### src/design/bba_pkg.sv
// Shared constants, payload types and controller/datapath signal groups of the block allocator.
package bba_pkg;

  localparam int MaxBlocks = 256;
  localparam int AddrW     = 32;
  localparam int IdxW      = $clog2(MaxBlocks);
  localparam int CntW      = $clog2(MaxBlocks + 1);
  localparam int RowBits   = 8;
  localparam int RowIdxW   = $clog2(RowBits);
  localparam int NumRows   = MaxBlocks / RowBits;
  localparam int RowW      = $clog2(NumRows);
  localparam int ReqW      = 16;
  localparam int ElemW     = 16;
  localparam int EbyteW    = 4;
  localparam int BlocksW   = 9;
  localparam int NumW      = 8;
  localparam int BlkSizeW  = ElemW + EbyteW;
  localparam int DivW      = BlkSizeW + IdxW;
  localparam int StepW     = $clog2(IdxW);
  localparam int CfgIdxW   = 2;
  localparam int CfgDataW  = 32;

  localparam logic CmdAlloc = 1'b0;
  localparam logic CmdFree  = 1'b1;

  typedef enum logic [1:0] {
    StOk          = 2'd0,
    StRefused     = 2'd1,
    StInvalid     = 2'd2,
    StAlreadyFree = 2'd3
  } status_e;

  typedef enum logic [CfgIdxW-1:0] {
    CfgBase,
    CfgBlocks,
    CfgElems,
    CfgElemBytes
  } cfg_reg_e;

  typedef struct packed {
    logic            command;
    logic [ReqW-1:0] request_elements;
    logic [AddrW-1:0] release_address;
  } in_t;

  typedef struct packed {
    status_e          status;
    logic [AddrW-1:0] block_address;
    logic [NumW-1:0]  block_number;
    logic [CntW-1:0]  free_count;
  } out_t;

  typedef struct packed {
    logic    capture;
    logic    scan_start;
    logic    scan_step;
    logic    alloc_take;
    logic    mul;
    logic    add;
    logic    div_init;
    logic    div_step;
    logic    free_read;
    logic    free_update;
    logic    reject;
    status_e rej_status;
    logic    load_out;
  } dp_cmd_t;

  typedef struct packed {
    logic is_free;
    logic alloc_ok;
    logic range_ok;
    logic found;
    logic div_last;
    logic div_ok;
  } dp_stat_t;

endpackage

### src/design/bba_ctrl.sv
// Sequencing state machine of the block allocator.
module bba_ctrl import bba_pkg::*; (
  input  logic     clk_i,
  input  logic     rst_ni,
  input  logic     in_valid_i,
  output logic     in_ready_o,
  output logic     out_valid_o,
  input  logic     out_ready_i,
  input  dp_stat_t stat_i,
  output dp_cmd_t  cmd_o
);

  typedef enum logic [3:0] {
    S_IDLE,
    S_PREP,
    S_SCAN,
    S_MUL,
    S_ADD,
    S_DIV,
    S_FREE_CHK,
    S_FREE_UPD,
    S_FINISH
  } state_e;

  state_e state_q, state_d;
  logic   out_valid_q, out_valid_d;

  always_comb begin
    cmd_o   = '0;
    state_d = state_q;
    case (state_q)
      S_IDLE: begin
        if (in_valid_i) begin
          cmd_o.capture = 1'b1;
          state_d       = S_PREP;
        end
      end
      S_PREP: begin
        if (stat_i.is_free) begin
          if (stat_i.range_ok) begin
            cmd_o.div_init = 1'b1;
            state_d        = S_DIV;
          end else begin
            cmd_o.reject     = 1'b1;
            cmd_o.rej_status = StInvalid;
            state_d          = S_FINISH;
          end
        end else begin
          if (stat_i.alloc_ok) begin
            cmd_o.scan_start = 1'b1;
            state_d          = S_SCAN;
          end else begin
            cmd_o.reject     = 1'b1;
            cmd_o.rej_status = StRefused;
            state_d          = S_FINISH;
          end
        end
      end
      S_SCAN: begin
        cmd_o.scan_step = 1'b1;
        if (stat_i.found) begin
          cmd_o.alloc_take = 1'b1;
          state_d          = S_MUL;
        end
      end
      S_MUL: begin
        cmd_o.mul = 1'b1;
        state_d   = S_ADD;
      end
      S_ADD: begin
        cmd_o.add = 1'b1;
        state_d   = S_FINISH;
      end
      S_DIV: begin
        cmd_o.div_step = 1'b1;
        if (stat_i.div_last) begin
          state_d = S_FREE_CHK;
        end
      end
      S_FREE_CHK: begin
        if (stat_i.div_ok) begin
          cmd_o.free_read = 1'b1;
          state_d         = S_FREE_UPD;
        end else begin
          cmd_o.reject     = 1'b1;
          cmd_o.rej_status = StInvalid;
          state_d          = S_FINISH;
        end
      end
      S_FREE_UPD: begin
        cmd_o.free_update = 1'b1;
        state_d           = S_FINISH;
      end
      S_FINISH: begin
        if (!out_valid_q || out_ready_i) begin
          cmd_o.load_out = 1'b1;
          state_d        = S_IDLE;
        end
      end
      default: begin
        state_d = S_IDLE;
      end
    endcase
  end

  always_comb begin
    if (cmd_o.load_out) begin
      out_valid_d = 1'b1;
    end else if (out_ready_i) begin
      out_valid_d = 1'b0;
    end else begin
      out_valid_d = out_valid_q;
    end
  end

  always_ff @(posedge clk_i or negedge rst_ni) begin
    if (!rst_ni) begin
      state_q     <= S_IDLE;
      out_valid_q <= 1'b0;
    end else begin
      state_q     <= state_d;
      out_valid_q <= out_valid_d;
    end
  end

  assign in_ready_o  = (state_q == S_IDLE);
  assign out_valid_o = out_valid_q;

endmodule

### src/design/bba_datapath.sv
// Registers, free map memory, search, divider and address arithmetic of the block allocator.
module bba_datapath import bba_pkg::*; (
  input  logic                clk_i,
  input  logic                rst_ni,
  input  logic                cfg_we_i,
  input  logic [CfgIdxW-1:0]  cfg_index_i,
  input  logic [CfgDataW-1:0] cfg_data_i,
  input  in_t                 in_data_i,
  input  dp_cmd_t             cmd_i,
  output dp_stat_t            stat_o,
  output out_t                out_data_o
);

  function automatic logic [CntW-1:0] live_of(input logic [BlocksW-1:0] b);
    logic [CntW-1:0] n;
    n = CntW'(b);
    if (n > CntW'(MaxBlocks)) begin
      n = CntW'(MaxBlocks);
    end
    return n;
  endfunction

  // A row never written since the last pool reset holds ones for blocks below the live count.
  function automatic logic [RowBits-1:0] init_row(input logic [RowW-1:0] row,
                                                  input logic [CntW-1:0] n);
    logic [RowBits-1:0] r;
    logic [IdxW-1:0]    idx;
    r = '0;
    for (int i = 0; i < RowBits; i++) begin
      idx  = {row, RowIdxW'(i)};
      r[i] = (CntW'(idx) < n);
    end
    return r;
  endfunction

  logic [AddrW-1:0]    base_q;
  logic [BlocksW-1:0]  blocks_q;
  logic [ElemW-1:0]    elems_q;
  logic [EbyteW-1:0]   ebytes_q;
  logic [CntW-1:0]     free_blocks_q;
  logic [NumRows-1:0]  row_valid_q;

  logic                is_free_q;
  logic [ReqW-1:0]     req_q;
  logic [AddrW-1:0]    rel_q;
  logic [AddrW-1:0]    diff_q;
  logic                ge_q;
  logic [BlkSizeW-1:0] bsize_q;
  logic [RowW-1:0]     scan_row_q;
  logic [RowBits-1:0]  rd_data_q;
  logic                rd_vld_q;
  logic [RowW-1:0]     rd_row_q;
  logic [IdxW-1:0]     idx_q;
  logic [DivW-1:0]     prod_q;
  logic [DivW-1:0]     rem_q;
  logic [DivW-1:0]     dvs_q;
  logic [IdxW-1:0]     quot_q;
  logic [StepW-1:0]    step_q;
  status_e             res_status_q;
  logic [AddrW-1:0]    res_addr_q;
  logic [NumW-1:0]     res_num_q;
  out_t                out_q;

  logic [RowBits-1:0]  map_mem [NumRows];

  logic [CntW-1:0]     live;
  logic [RowBits-1:0]  eff;
  logic [RowIdxW-1:0]  pos;
  logic [RowIdxW-1:0]  fbit;
  logic                fbit_set;
  logic                found;
  logic                rd_en;
  logic [RowW-1:0]     rd_addr;
  logic                wr_en;
  logic [RowBits-1:0]  wr_data;
  logic                take;
  logic                release_blk;
  logic                div_ge;

  assign live     = live_of(blocks_q);
  assign eff      = rd_vld_q ? rd_data_q : init_row(rd_row_q, live);
  assign found    = |eff;
  assign fbit     = quot_q[RowIdxW-1:0];
  assign fbit_set = eff[fbit];
  assign div_ge   = (rem_q >= dvs_q);

  always_comb begin
    pos = '0;
    for (int i = RowBits - 1; i >= 0; i--) begin
      if (eff[i]) begin
        pos = RowIdxW'(i);
      end
    end
  end

  assign take        = cmd_i.alloc_take && found;
  assign release_blk = cmd_i.free_update && !fbit_set;

  always_comb begin
    rd_en   = cmd_i.scan_start || cmd_i.scan_step || cmd_i.free_read;
    rd_addr = '0;
    if (cmd_i.scan_step) begin
      rd_addr = scan_row_q;
    end else if (cmd_i.free_read) begin
      rd_addr = quot_q[IdxW-1:RowIdxW];
    end
  end

  always_comb begin
    wr_en   = take || release_blk;
    wr_data = eff | (RowBits'(1) << fbit);
    if (cmd_i.alloc_take) begin
      wr_data = eff & ~(RowBits'(1) << pos);
    end
  end

  always_ff @(posedge clk_i) begin
    if (wr_en) begin
      map_mem[rd_row_q] <= wr_data;
    end
    if (rd_en) begin
      rd_data_q <= map_mem[rd_addr];
      rd_vld_q  <= row_valid_q[rd_addr];
      rd_row_q  <= rd_addr;
    end
  end

  always_ff @(posedge clk_i or negedge rst_ni) begin
    if (!rst_ni) begin
      base_q        <= '0;
      blocks_q      <= BlocksW'(MaxBlocks);
      elems_q       <= ElemW'(16);
      ebytes_q      <= EbyteW'(1);
      free_blocks_q <= CntW'(MaxBlocks);
      row_valid_q   <= '0;
    end else if (cfg_we_i) begin
      case (cfg_reg_e'(cfg_index_i))
        CfgBase: begin
          base_q <= cfg_data_i[AddrW-1:0];
        end
        CfgBlocks: begin
          blocks_q      <= cfg_data_i[BlocksW-1:0];
          free_blocks_q <= live_of(cfg_data_i[BlocksW-1:0]);
          row_valid_q   <= '0;
        end
        CfgElems: begin
          elems_q <= cfg_data_i[ElemW-1:0];
        end
        CfgElemBytes: begin
          ebytes_q <= cfg_data_i[EbyteW-1:0];
        end
        default: begin
        end
      endcase
    end else begin
      if (wr_en) begin
        row_valid_q[rd_row_q] <= 1'b1;
      end
      if (take) begin
        free_blocks_q <= free_blocks_q - CntW'(1);
      end else if (release_blk) begin
        free_blocks_q <= free_blocks_q + CntW'(1);
      end
    end
  end

  always_ff @(posedge clk_i) begin
    if (cmd_i.capture) begin
      is_free_q <= (in_data_i.command == CmdFree);
      req_q     <= in_data_i.request_elements;
      rel_q     <= in_data_i.release_address;
      diff_q    <= in_data_i.release_address - base_q;
      ge_q      <= (in_data_i.release_address >= base_q);
      bsize_q   <= BlkSizeW'(elems_q) * BlkSizeW'(ebytes_q);
    end
    if (cmd_i.scan_start) begin
      scan_row_q <= RowW'(1);
    end else if (cmd_i.scan_step) begin
      scan_row_q <= scan_row_q + RowW'(1);
    end
    if (take) begin
      idx_q        <= {rd_row_q, pos};
      res_status_q <= StOk;
      res_num_q    <= NumW'({rd_row_q, pos});
    end
    if (cmd_i.mul) begin
      prod_q <= DivW'(idx_q) * DivW'(bsize_q);
    end
    if (cmd_i.add) begin
      res_addr_q <= base_q + AddrW'(prod_q);
    end
    if (cmd_i.div_init) begin
      rem_q  <= diff_q[DivW-1:0];
      dvs_q  <= DivW'(bsize_q) << (IdxW - 1);
      quot_q <= '0;
      step_q <= StepW'(IdxW - 1);
    end else if (cmd_i.div_step) begin
      if (div_ge) begin
        rem_q <= rem_q - dvs_q;
      end
      quot_q <= {quot_q[IdxW-2:0], div_ge};
      dvs_q  <= dvs_q >> 1;
      step_q <= step_q - StepW'(1);
    end
    if (cmd_i.free_update) begin
      res_addr_q   <= rel_q;
      res_num_q    <= NumW'(quot_q);
      res_status_q <= fbit_set ? StAlreadyFree : StOk;
    end
    if (cmd_i.reject) begin
      res_status_q <= cmd_i.rej_status;
      res_addr_q   <= '0;
      res_num_q    <= '0;
    end
    if (cmd_i.load_out) begin
      out_q.status        <= res_status_q;
      out_q.block_address <= res_addr_q;
      out_q.block_number  <= res_num_q;
      out_q.free_count    <= free_blocks_q;
    end
  end

  always_comb begin
    stat_o.is_free  = is_free_q;
    stat_o.alloc_ok = (free_blocks_q != '0) && (req_q <= elems_q);
    stat_o.range_ok = ge_q && (bsize_q != '0) && (diff_q < AddrW'({bsize_q, IdxW'(0)}));
    stat_o.found    = found;
    stat_o.div_last = (step_q == '0);
    stat_o.div_ok   = (rem_q == '0) && (CntW'(quot_q) < live);
  end

  assign out_data_o = out_q;

endmodule

### src/design/bitmap_block_allocator.sv
// Top level of the first-fit bitmap block allocator.
// The block hands out and takes back equal-size blocks of a pool, one bit per block.
// The input channel (in_valid_i, in_ready_o, in_data_i) carries one request per
// transaction: allocate the lowest free block, or free the block at an address.
// The output channel (out_valid_o, out_ready_i, out_data_o) returns one result per
// request: status, block address, block number and the count of free blocks left.
// Requests are handled one at a time. An allocation searches r (1 to 32) eight-block
// map rows for the lowest free block, one row per cycle from the map memory. A free
// runs the eight steps of the block-index divider. A request may be refused at once;
// a free may also be rejected after the divide, as misaligned or past the last block.
// The next request is accepted in the cycle after a result is loaded into the output
// register, even while that result still waits for out_ready_i; a stalled receiver
// holds the block only when a second result is ready to be loaded.
// Reset marks every block free and sets 256 blocks of 16 one-byte elements at address 0.
// Writing the block count through cfg_we_i marks every block free again; no clearing
// pass is needed, so the block accepts requests right after reset.
module bitmap_block_allocator import bba_pkg::*; (
  input  logic                clk_i,
  input  logic                rst_ni,
  input  logic                cfg_we_i,
  input  logic [CfgIdxW-1:0]  cfg_index_i,
  input  logic [CfgDataW-1:0] cfg_data_i,
  input  logic                in_valid_i,
  output logic                in_ready_o,
  input  in_t                 in_data_i,
  output logic                out_valid_o,
  input  logic                out_ready_i,
  output out_t                out_data_o
);

  dp_cmd_t  cmd;
  dp_stat_t stat;

  bba_ctrl u_ctrl (
    .clk_i       (clk_i),
    .rst_ni      (rst_ni),
    .in_valid_i  (in_valid_i),
    .in_ready_o  (in_ready_o),
    .out_valid_o (out_valid_o),
    .out_ready_i (out_ready_i),
    .stat_i      (stat),
    .cmd_o       (cmd)
  );

  bba_datapath u_datapath (
    .clk_i       (clk_i),
    .rst_ni      (rst_ni),
    .cfg_we_i    (cfg_we_i),
    .cfg_index_i (cfg_index_i),
    .cfg_data_i  (cfg_data_i),
    .in_data_i   (in_data_i),
    .cmd_i       (cmd),
    .stat_o      (stat),
    .out_data_o  (out_data_o)
  );

`ifndef NO_ASSERTIONS
  a_one_at_a_time: assert property (@(posedge clk_i) disable iff (!rst_ni)
    (in_valid_i && in_ready_o) |=> !in_ready_o)
    else $error("request accepted while another is in progress");

  a_reject_zeroes: assert property (@(posedge clk_i) disable iff (!rst_ni)
    (out_valid_o && (out_data_o.status == StRefused || out_data_o.status == StInvalid))
    |-> (out_data_o.block_address == '0 && out_data_o.block_number == '0))
    else $error("rejected request returned a nonzero address or number");

  a_count_bound: assert property (@(posedge clk_i) disable iff (!rst_ni)
    out_valid_o |-> (out_data_o.free_count <= CntW'(MaxBlocks)))
    else $error("free block count exceeds pool size");
`endif

endmodule

### config.mk
export PLATFORM = sky130hd
export DESIGN_NAME = bitmap_block_allocator
export DESIGN_NICKNAME = d
export VERILOG_FILES = /design/src/design/bba_pkg.sv /design/src/design/bba_ctrl.sv /design/src/design/bba_datapath.sv /design/src/design/bitmap_block_allocator.sv
export SDC_FILE = /design/constraint.sdc
export NUM_CORES = 2
export LEC_CHECK = 0
export BUFFER_PORTS_ARGS = -buffer_cell sky130_fd_sc_hd__buf_2
export CORE_MARGIN = 2
export CORE_UTILIZATION = 63
export DETAILED_ROUTE_END_ITERATION = 8
export GPL_TIMING_DRIVEN = 0
export PLACE_DENSITY = 0.86
export SLEW_MARGIN = 25
export SYNTH_ARGS = -nofsm -noshare
export SYNTH_HDL_FRONTEND = slang
export SYNTH_SLANG_ARGS = --single-unit
### constraint.sdc
create_clock -name clk_i -period 7.59 [get_ports clk_i]
set_input_delay 1.8975 -clock clk_i [delete_from_list [all_inputs] [get_ports clk_i]]
set_output_delay 1.8975 -clock clk_i [all_outputs]
set_load 0.01 [all_outputs]
==> out/metrics.cfg <==
[outcome]
status = finished clean

[placed_design]
dp_cells = 4533
dpl.hpwl_um = 79200
io_buffers = 139
pre_cts_ws_ns = 1.37
gp_congestion = 0.963

[clocking]
clk_latency_ns = 0.64
numCtsBuffers = 73
clockBufferDepth = 3
cts-resized-gates = 0
root_buffer = clkbuf_16
htree_levels = 3
cts_hold_buf = 0
cts_setup_buffers = 0
tritoncts = built
clock_sinks = 679
clk_pin_slew_ns = 0.06

[synth]
synth-compound-area-share_pct = 12.6
synth.distinct_cells = 97
ys_warn_count = 0
synth_cells = 3595
synth_top_family_by_area = adder cells
async_reset_ff_share_pct = 15.8
avgSynthCellArea_um2 = 10.8
ys_ff_latch = 679
synthSimpleGateAreaFrac_pct = 14.2
synth_fp_nets = 4040
synth_fa_ha_area_share_pct = 14.2
synth_flop_cell = edfxtp_1
netlist_area_um2 = 38700
synth_edf_count = 509
synth_xor_area_share_pct = 2.56
synthTopCellsByArea = edfxtp_1 (39%), fa_1 (7.2%), ha_1 (7.0%), dfrtp_1 (6.7%), nand2_1 (5.1%)
ys_seq_area_share_pct = 49.6
synth_top_area_share_pct = 39.5
synth.area.mux_share_pct = 2.06
yosysTopAreaCell = edfxtp_1

[floorplanning]
floorplan.initialDensity_pct = 63.9
fp-row-count = 90
die_width_um = 252
dieArea_um2 = 63500
core_area_um2 = 60600
dieHeight_um = 252
ios = 141

[routing]
drtAntennaViolNets = 0
drc_errors = 0
firstDrtPassIters = 9
vias = 30200
drt_iter0_drc = 3689
routed_wl_um = 109000
wl_per_cell_um = 23.4
viasPerCell = 6.46

[critical_path]
path_class = reg -> reg
path_max_fanout = 10
cp.arrival_ns = 6.81
cp_cell_sequence = clkbuf_1 > nand2_1 > fa_1 > inv_1 > fa_1 > fa_1 > inv_1 > fa_1 > inv_1 > ha_1 > or2_2 > a21oi_1 > a21oi_1 > a221o_1 > a41o_1 > or4_1 > a311oi_1 > o21bai_1 > a21oi_1 > xnor2_1
crit_required_ns = 7.97
cp_top_family = adder cells
start_kind = register
path_buf_inv = 4
crit_path_max_incr_delay_ns = 0.55
cpMaxStageDelayCell = fa_1
crit_top_cell = fa_1
critPathCaptureType = register

[sta]
period_needed_ns = 6.43
finClkSkew_ns = 0.0297
hold_viol = 0
rsz0062_at_grt = false
worst_pin_slew_ns = 1.18
period_share_pct = 84.7
max_slew_margin_pct = 21.5
setup_viol = 0
fmax_mhz = 156
maxSlewViolCount = 0
fin_setup_tns_ns = 0
fin_ws_ns = 1.16

[final_layout]
fin_util_pct = 71.7
layout_commonest_cell = nand2_1
area_delta_synth_final_pct = 12.1
stdcell_count = 4668
layout.nets = 4272
diodes = 0
layout-drive-gt1-share_pct = 10.2
final_cell_mix = nand2_1 (530), edfxtp_1 (509), inv_1 (300)

[power]
clkPwrFrac_pct = 16.7
seqPwrFrac_pct = 26.5
power_leakage_nw = 17.7
switching_share_pct = 43.0
p_per_area_nw_per_um2 = 520
power_switching_mw = 9.71
peakVddDrop_uv = 915
power_mw = 22.6
power.share.combinational_pct = 56.8
power.internal_mw = 12.9

[global_routing]
grt_pass1_vias = 29500
grt_pass1_wl_um = 166000
grt_overflow = 0
track_usage_pct = 34.4
antenna_found_initial = 2
grt_max_degree = 66

[flow_run]
cap_violations = 0

[min_path]
hold_path.class = reg -> reg

-- per-layer routing --
layer | up-vias | global-route usage, % | wire, um
met5 | - | 0 | 15
met4 | 2 | 16.8 | 5980
met3 | 380 | 7.91 | 13300
met2 | 2006 | 52.4 | 48700
met1 | 14600 | 46.8 | 41400
li1 | 13200 | - | -
-- area by class of cell --
class / count / area, um2
flip-flops and latches: 679 / 19200
multi-input cells: 2461 / 17800
fillers: 4068 / 17200
clock buffers: 89 / 1940
inverters: 304 / 1140
repair buffers: 157 / 1060
well taps: 782 / 978
plain buffers: 151 / 662
clock inverters: 45 / 577
-- state kept, by name (all words and copies together) (netlist names), 8 cells and up --
register and count:
u_datapath.blocks_q 9, u_datapath.rel_q 32, u_datapath.bsize_q 20, u_datapath.dvs_q 27
u_datapath.rd_data_q 8, u_datapath.row_valid_q 32, u_datapath.diff_q 32, u_datapath.base_q 32
u_datapath.rem_q 28, u_datapath.out_data_o 51, u_datapath.req_q 16, u_datapath.quot_q 8
u_datapath.elems_q 16, u_datapath.map_mem 256, u_datapath.idx_q 8, u_datapath.free_blocks_q 9
u_datapath.prod_q 28, u_datapath.res_addr_q 32, u_datapath.res_num_q 8
-- cell families (layout without fill, tap and decap cells) --
group,count (synthesis),in the layout
fa+ha+maj,357,357
xor+xnor,113,113
flops,679,679
simple gates,1173,1173
buf+inv,455,746
mux,75,75
compound gates,743,743
-- synth_stat cells, drive strengths merged (46+ instances only) --
library cell / number
edfxtp: 509
o21ai: 182
and2: 128
ha: 217
clkbuf: 106
nor2: 225
fa: 140
inv: 304
nor3: 46
nand3: 51
xnor2: 74
a21oi: 210
a32oi: 66
dfxtp: 63
nand2: 531
dfrtp: 103
a21o: 57
-- path summary, 6_finish.rpt --
check                                                       start                                  end  slack [ns]  cells past startpoint
max                               u_datapath.bsize_q[0]$_DFFE_PP_      u_datapath.prod_q[27]$_DFFE_PP_        1.16                     20
min                        u_datapath.res_addr_q[17]$_SDFFE_PP0P_  u_datapath.out_data_o[34]$_DFFE_PP_        0.43                      0
max reg2reg                       u_datapath.bsize_q[0]$_DFFE_PP_      u_datapath.prod_q[27]$_DFFE_PP_        1.16                     20
min reg2reg                u_datapath.res_addr_q[17]$_SDFFE_PP0P_  u_datapath.out_data_o[34]$_DFFE_PP_        0.43                      0
max in group asynchronous                                  rst_ni   u_datapath.blocks_q[8]$_DFFE_PN1P_        5.68                      2
min in group asynchronous                                  rst_ni    u_datapath.elems_q[6]$_DFFE_PN0P_        1.18                      1
-- power groups by stage --
stage | Combinational (mW) | Clock, mW | Sequential [mW]
after floorplan | 9.09 | 0 | 5.88
after global placement | 11.9 | 0 | 6.09
after detailed placement | 12.4 | 0 | 6.01
after CTS | 12.7 | 3.76 | 5.95
after global routing | 14.1 | 3.91 | 6.01
final | 12.8 | 3.77 | 5.98
-- per-stage QoR --
step | instance area, um2 | hold slack, ns
after CTS | 43400 | 0.430
after global routing | 43400 | 0.432
final | 43400 | 0.431
after floorplan | 38700 | 0.400
after global placement | 40400 | 0.413
after detailed placement | 40900 | 0.415
No activity file was read; power rests on OpenSTA's default activity.
